--- src/rtl/rvm_pkg.sv ---
// ----------------------------------------------------------------------------
// rvm_pkg
// Shared types, constants and sorting networks of the 5x5 RGB median filter.
// ----------------------------------------------------------------------------
`default_nettype none

package rvm_pkg;

	localparam int LINE_WIDTH = 2048;
	localparam int ADDR_W     = $clog2(LINE_WIDTH);
	localparam int CNT_W      = $clog2(LINE_WIDTH + 1);
	localparam int NUM_LINES  = 4;
	localparam int WIN_N      = 25;
	localparam int WIN_LAG    = 4;
	localparam int NUM_CHAN   = 3;

	typedef logic [7:0]                 chan_t;
	typedef logic [23:0]                rgb_t;
	typedef logic [ADDR_W-1:0]          addr_t;
	typedef logic [CNT_W-1:0]           cnt_t;
	typedef logic [1:0]                 phase_t;
	typedef logic [NUM_LINES-1:0]       bank_mask_t;
	typedef logic [NUM_LINES-1:0][23:0] bank_data_t;
	typedef logic [WIN_N-1:0][7:0]      chwin_t;
	typedef logic [WIN_N-1:0][23:0]     rgbwin_t;
	typedef logic [4:0][7:0]            vec5_t;
	typedef logic [3:0][7:0]            vec4_t;
	typedef logic [2:0][7:0]            vec3_t;

	typedef struct packed {
		logic hsync;
		logic vsync;
		logic enable;
	} sync_t;

	function automatic vec5_t cs5(vec5_t v, logic [2:0] i, logic [2:0] j);
		vec5_t r;
		r = v;
		if (v[j] < v[i]) begin
			r[i] = v[j];
			r[j] = v[i];
		end
		return r;
	endfunction

	function automatic vec4_t cs4(vec4_t v, logic [1:0] i, logic [1:0] j);
		vec4_t r;
		r = v;
		if (v[j] < v[i]) begin
			r[i] = v[j];
			r[j] = v[i];
		end
		return r;
	endfunction

	function automatic vec3_t cs3(vec3_t v, logic [1:0] i, logic [1:0] j);
		vec3_t r;
		r = v;
		if (v[j] < v[i]) begin
			r[i] = v[j];
			r[j] = v[i];
		end
		return r;
	endfunction

	function automatic vec5_t net5(vec5_t a);
		vec5_t v;
		v = a;
		v = cs5(v, 3'd0, 3'd4);
		v = cs5(v, 3'd0, 3'd2);
		v = cs5(v, 3'd1, 3'd3);
		v = cs5(v, 3'd2, 3'd4);
		v = cs5(v, 3'd0, 3'd1);
		v = cs5(v, 3'd2, 3'd3);
		v = cs5(v, 3'd1, 3'd4);
		v = cs5(v, 3'd1, 3'd2);
		v = cs5(v, 3'd3, 3'd4);
		return v;
	endfunction

	function automatic vec4_t net4(vec4_t a);
		vec4_t v;
		v = a;
		v = cs4(v, 2'd0, 2'd1);
		v = cs4(v, 2'd2, 2'd3);
		v = cs4(v, 2'd0, 2'd2);
		v = cs4(v, 2'd1, 2'd3);
		v = cs4(v, 2'd1, 2'd2);
		return v;
	endfunction

	function automatic vec3_t net3(vec3_t a);
		vec3_t v;
		v = a;
		v = cs3(v, 2'd1, 2'd2);
		v = cs3(v, 2'd0, 2'd2);
		v = cs3(v, 2'd0, 2'd1);
		return v;
	endfunction

endpackage

`default_nettype wire

--- src/rtl/rvm_median_lane.sv ---
// ----------------------------------------------------------------------------
// rvm_median_lane
// One colour lane: column, row and diagonal sorting networks over a 5x5
// window, four pipeline stages, centre element out.
// ----------------------------------------------------------------------------
`default_nettype none

module rvm_median_lane (
	input  wire            clk,
	input  wire            adv,
	input  rvm_pkg::chwin_t win,
	output rvm_pkg::chan_t  med
);
	import rvm_pkg::*;

	chwin_t cols_d, rows_d, diag_d;
	chwin_t cols_s3, rows_s4, diag_s5;
	chan_t  med_s6;
	vec3_t  d4;

	always_comb begin
		vec5_t v;
		cols_d = win;
		for (int i = 0; i < 5; i++) begin
			for (int k = 0; k < 5; k++) v[k] = win[i + 5 * k];
			v = net5(v);
			for (int k = 0; k < 5; k++) cols_d[i + 5 * k] = v[k];
		end
	end

	always_comb begin
		vec5_t v;
		rows_d = cols_s3;
		for (int i = 0; i < 5; i++) begin
			for (int k = 0; k < 5; k++) v[k] = cols_s3[5 * i + k];
			v = net5(v);
			for (int k = 0; k < 5; k++) rows_d[5 * i + k] = v[k];
		end
	end

	// the three long diagonals share no position
	always_comb begin
		vec4_t a1, a3;
		vec5_t a2;
		diag_d = rows_s4;
		a1 = net4({rows_s4[15], rows_s4[11], rows_s4[7], rows_s4[3]});
		a2 = net5({rows_s4[20], rows_s4[16], rows_s4[12], rows_s4[8], rows_s4[4]});
		a3 = net4({rows_s4[21], rows_s4[17], rows_s4[13], rows_s4[9]});
		diag_d[3]  = a1[0];
		diag_d[7]  = a1[1];
		diag_d[11] = a1[2];
		diag_d[15] = a1[3];
		diag_d[4]  = a2[0];
		diag_d[8]  = a2[1];
		diag_d[12] = a2[2];
		diag_d[16] = a2[3];
		diag_d[20] = a2[4];
		diag_d[9]  = a3[0];
		diag_d[13] = a3[1];
		diag_d[17] = a3[2];
		diag_d[21] = a3[3];
	end

	assign d4 = net3({diag_s5[15], diag_s5[12], diag_s5[9]});

	always_ff @(posedge clk) begin
		if (adv) begin
			cols_s3 <= cols_d;
			rows_s4 <= rows_d;
			diag_s5 <= diag_d;
			med_s6  <= d4[1];
		end
	end

	assign med = med_s6;

endmodule

`default_nettype wire

--- config.mk ---
export PLATFORM = sky130hd
export DESIGN_NAME = rvm_median_lane
export DESIGN_NICKNAME = d
export VERILOG_FILES = /design/src/rtl/rvm_pkg.sv /design/src/rtl/rvm_median_lane.sv
export SDC_FILE = /design/constraint.sdc
export NUM_CORES = 2
export LEC_CHECK = 0
export ABC_AREA = 0
export BUFFER_PORTS_ARGS = -buffer_cell sky130_fd_sc_hd__buf_2
export CORE_ASPECT_RATIO = 1.2
export CORE_UTILIZATION = 58
export DETAILED_ROUTE_END_ITERATION = 8
export GPL_ROUTABILITY_DRIVEN = 0
export GPL_TIMING_DRIVEN = 0
export PLACE_DENSITY = 0.83
export SYNTH_ARGS = -nofsm -noshare
export SYNTH_HDL_FRONTEND = slang
export SYNTH_SLANG_ARGS = --single-unit
--- constraint.sdc ---
create_clock -name clk -period 11.7 [get_ports clk]
set_input_delay 2.34 -clock clk [delete_from_list [all_inputs] [get_ports clk]]
set_output_delay 2.34 -clock clk [all_outputs]
set_load 0.03 [all_outputs]
After elaboration in Yosys (flattened, before gate mapping)
Cells that the tools add are included.

word-level totals
  word-level logic and storage cells = 301
  output and inout bits = 8
  flip-flop bits (word level) = 336
  bits of input ports = 202

cells by class
  $lt $le $gt $ge = 104
  mux-type cells = 155

operators by type and width
  operator            count
  8-bit two-way mux   116
  8-bit < comparator  104
  16-bit two-way mux  39

Longest topological paths before layout
  depth after elaboration = 10
  mapped depth = 55
  gate-level depth less buffers = 46

Least setup slack after synthesis
Ideal clock, no wire load.

  kind = in2reg
  start = in win[17] (netlist name)
  end = reg cols_s3[102] (netlist name) (data pin)
  buffers on the path = 9
  arrival time = 11.522 ns
  data required time = 11.429 ns
  cell stages on the path = 49
  slack = -0.093 ns
  path through = inv_1 -> ha_1 -> a211o_1 -> a21o_1 -> a21oi_1 -> buf_2 -> buf_1 -> nor2_1 -> a21oi_1 -> ha_1 -> a21o_1 -> a21o_1 -> a221oi_1 -> and2_1 -> o211ai_1 -> nand2_1 -> clkbuf_1 -> nand2_1 -> [13 not listed] -> ha_1 -> a21o_1 -> a21oi_1 -> nand2_1 -> a311o_1 -> o211ai_1 -> clkbuf_1 -> buf_1 -> mux2i_1 -> inv_1 -> ha_1 -> o21ai_0 -> nand2b_1 -> a21oi_1 -> o31a_1 -> clkbuf_1 -> buf_2 -> mux2i_1

RTL lines
  item                    RTL line               text
  start: declaration      rvm_median_lane.sv:11  input rvm_pkg::chwin_t win,
  end signal: assignment  rvm_median_lane.sv:68  cols_s3 <= cols_d;
  end: declaration        rvm_median_lane.sv:17  chwin_t cols_s3, rows_s4, diag_s5;

==> impl_metrics.yaml <==
outcome:
  status: "complete, no violations"
timing:
  slew_violations: 0
  skew_ns: 0.0311
  finalSetupViolCount: 0
  fin_setup_tns_ns: 0
  period_minus_slack_ns: 11.52
  min_period_over_period_pct: 98.5
  timing.hold.ws_ns: 0.659
  fmax_ghz: 0.0868
  rsz0062_at_grt: "yes"
  tightest_slew_ns: 1.23
  max_slew_margin_pct: 17.0
  hold_violations: 0
die:
  fp.dieH_um: 311
  io-pin-count: 210
  core_area_um2: 78200
  initial_utilization_pct: 59.0
  die_w_um: 259
  die-area_um2: 80600
  rows: 112
worst_setup_path:
  worstPathRequired_ns: 12.05
  crit_slowest_cell: "a211o_1"
  startpoint_type: "input port"
  worstPathArrival_ns: 11.88
  worst_path_largest_cell_delay_ns: 0.38
  path_class: "input port to flip-flop"
  path_max_fanout: 17
  cp-end-kind: "flip-flop"
  cpMostUsedCell: "a21o_1"
global_route:
  grt_max_degree: 138
  grt_pass1_wl_mm: 214
  antenna_found_initial: 8
  grt_usage_pct: 33.0
  grt_pass1_vias: 41300
  grt-ovfl-total: 0
cells_and_area:
  layout_commonest_cell: "mux2i_1"
  register_area_um2: 10100
  nets: 6669
  layout-drive-gt1-share_pct: 13.2
  most-common-layout-cells: "mux2i_1 (657), inv_1 (642), ha_1 (630), a21oi_1 (449), nand2_1 (431)"
  final_area_um2: 51200
  fillers: 6115
  multiInputGateArea_um2: 33800
  area_delta_synth_final_pct: 11.1
logic_synthesis:
  ys.flop_type: "edfxtp_1"
  syn_area_um2: 46100
  yosys_warnings: 0
  avgSynthCellArea_um2: 8.30
  ys_seq_area_share_pct: 21.9
  ys_ff_latch: 336
  syn_inst: 5553
  synth_cell_types: 99
  synthArstFlopShare_pct: 0
  syn_nets: 6385
  synth_edf_count: 336
routing:
  post_drt_via_cell_ratio: 6.39
  ant_nets: 0
  initialDrtViolationCount: 3983
  avgRoutedWirePerCell_um: 20.3
  routed_wl_mm: 140
  drc: 0
  drt_pass1_iterations: 6
  vias: 44100
clock_network:
  clock_sinks: 336
  cts_root_buf: "clkbuf_16"
  cts_tree: "done"
  cts.htree.levels: 2
  clock_latency_ns: 0.58
  clk_pin_slew_ns: 0.06
  cts_hold_buf: 0
  cts_buffers: 39
  cts_buffer_depth: 3
worst_hold_path:
  hp-class: "flip-flop to flip-flop"
place:
  place_area_um2: 48500
  port_buffers: 206
  hpwl_mm: 112
job:
  maxCapViolations: 0
## state kept, by name, summed over array words and instances (netlist names)
name	flops
cols_s3	200
rows_s4	104
diag_s5	24
med	8
## per-layer routing
metal,GRT usage (%),up-vias,share of wire (%)
met2,54.8,2134,46
met3,5.27,585,8.1
li1,-,20800,-
met4,22.2,10,8.0
met5,0,-,0.056
met1,38.9,20500,38
## final cells by class
cell class                 instances  share of cell area (%)
timing repair buffer             252                    2.79
buffer                           182                    1.82
antenna                            4                  0.0195
tap                             1026                    2.51
inverter                         642                    4.70
sequential                       336                    19.7
clock inverter                    27                   0.530
clock buffer                      44                    1.98
multi-input combinational       4384                    65.9
## repair_timing
item / 4_1_cts / 5_1_grt
setup buffers: 7 / 36
resized for setup: 111 / 274
hold endpoints to repair: 0 / 0
pin swaps: 5 / 15
cloned: 0 / 2
setup endpoints to repair: 214 / 249
## Yosys cell counts (11+ instances only)
library cell | instances | area, µm²
mux2i_1 | 723 | 7240
inv_1 | 642 | 2410
ha_1 | 630 | 7880
a21oi_1 | 490 | 2450
nand2_1 | 435 | 1630
nor2_1 | 427 | 1600
o21ai_0 | 427 | 2140
edfxtp_1 | 336 | 10100
a21o_1 | 191 | 1430
mux2_2 | 154 | 1730
clkbuf_1 | 138 | 518
nand2b_1 | 82 | 513
nor2b_1 | 57 | 357
nand3_1 | 55 | 275
a211oi_1 | 52 | 390
maj3_1 | 50 | 500
o21a_1 | 49 | 368
nand4_1 | 45 | 282
o211ai_1 | 37 | 278
a31oi_1 | 36 | 225
nor3_1 | 32 | 160
and3_1 | 29 | 181
buf_1 | 28 | 105
o31ai_1 | 26 | 195
o21ai_1 | 23 | 115
and2_1 | 22 | 138
and4_1 | 21 | 184
or2_2 | 20 | 125
a221oi_1 | 18 | 158
buf_2 | 18 | 90.1
a21boi_0 | 15 | 113
a2111oi_0 | 13 | 114
o2111ai_1 | 13 | 114
o22ai_1 | 13 | 81.3
a221o_1 | 11 | 110
a22oi_1 | 11 | 82.6
o211a_1 | 11 | 110
## metrics by stage
stage	worst slack, ns	utilization [%]	instances
after global routing	-0.166	65.5	6894
after CTS	0.00788	64.1	6859
after global placement	-1.76	61.9	6785
final	0.175	65.5	6897
after detailed placement	-2.19	62.0	6787
after floorplan	0.0174	-	5553
## cells by family after synthesis
logic type                 count (synthesis)  share of synthesized area (%)
xor gates and xnor gates                   3                         0.0570
buffers and inverters                    834                           6.93
adders and majority gates                681                           18.2
AOI/OAI and AO/OA                       1554                           20.9
DFF                                      336                           21.9
muxes                                    877                           19.5
and+or+nand+nor                         1268                           12.6
## worst max-delay path: cells and delay by family
| family | cells | cell delay [ns] |
|---|---|---|
| adders and majority gates | 5 | 1.27 |
| muxes | 3 | 1.01 |
| buffers and inverters | 11 | 1.67 |
| and+or+nand+nor | 6 | 0.98 |
| AOI/OAI and AO/OA | 22 | 4.57 |
## path summary, 6_finish.rpt
kind / from / endpoint / slack, ns / cells after the start
worst max register to register: cols_s3[1]$_DFFE_PP_ / rows_s4[39]$_DFFE_PP_ / 0.50 / 47
worst max-delay path: win[10] / cols_s3[130]$_DFFE_PP_ / 0.18 / 47
worst min-delay path: rows_s4[110]$_DFFE_PP_ / diag_s5[78]$_DFFE_PP_ / 0.66 / 2
worst min register to register: rows_s4[110]$_DFFE_PP_ / diag_s5[78]$_DFFE_PP_ / 0.66 / 2
Power is left out: the tool's default activity adds up to more than one toggle a clock period on the data nets, which glitch-free logic cannot reach.
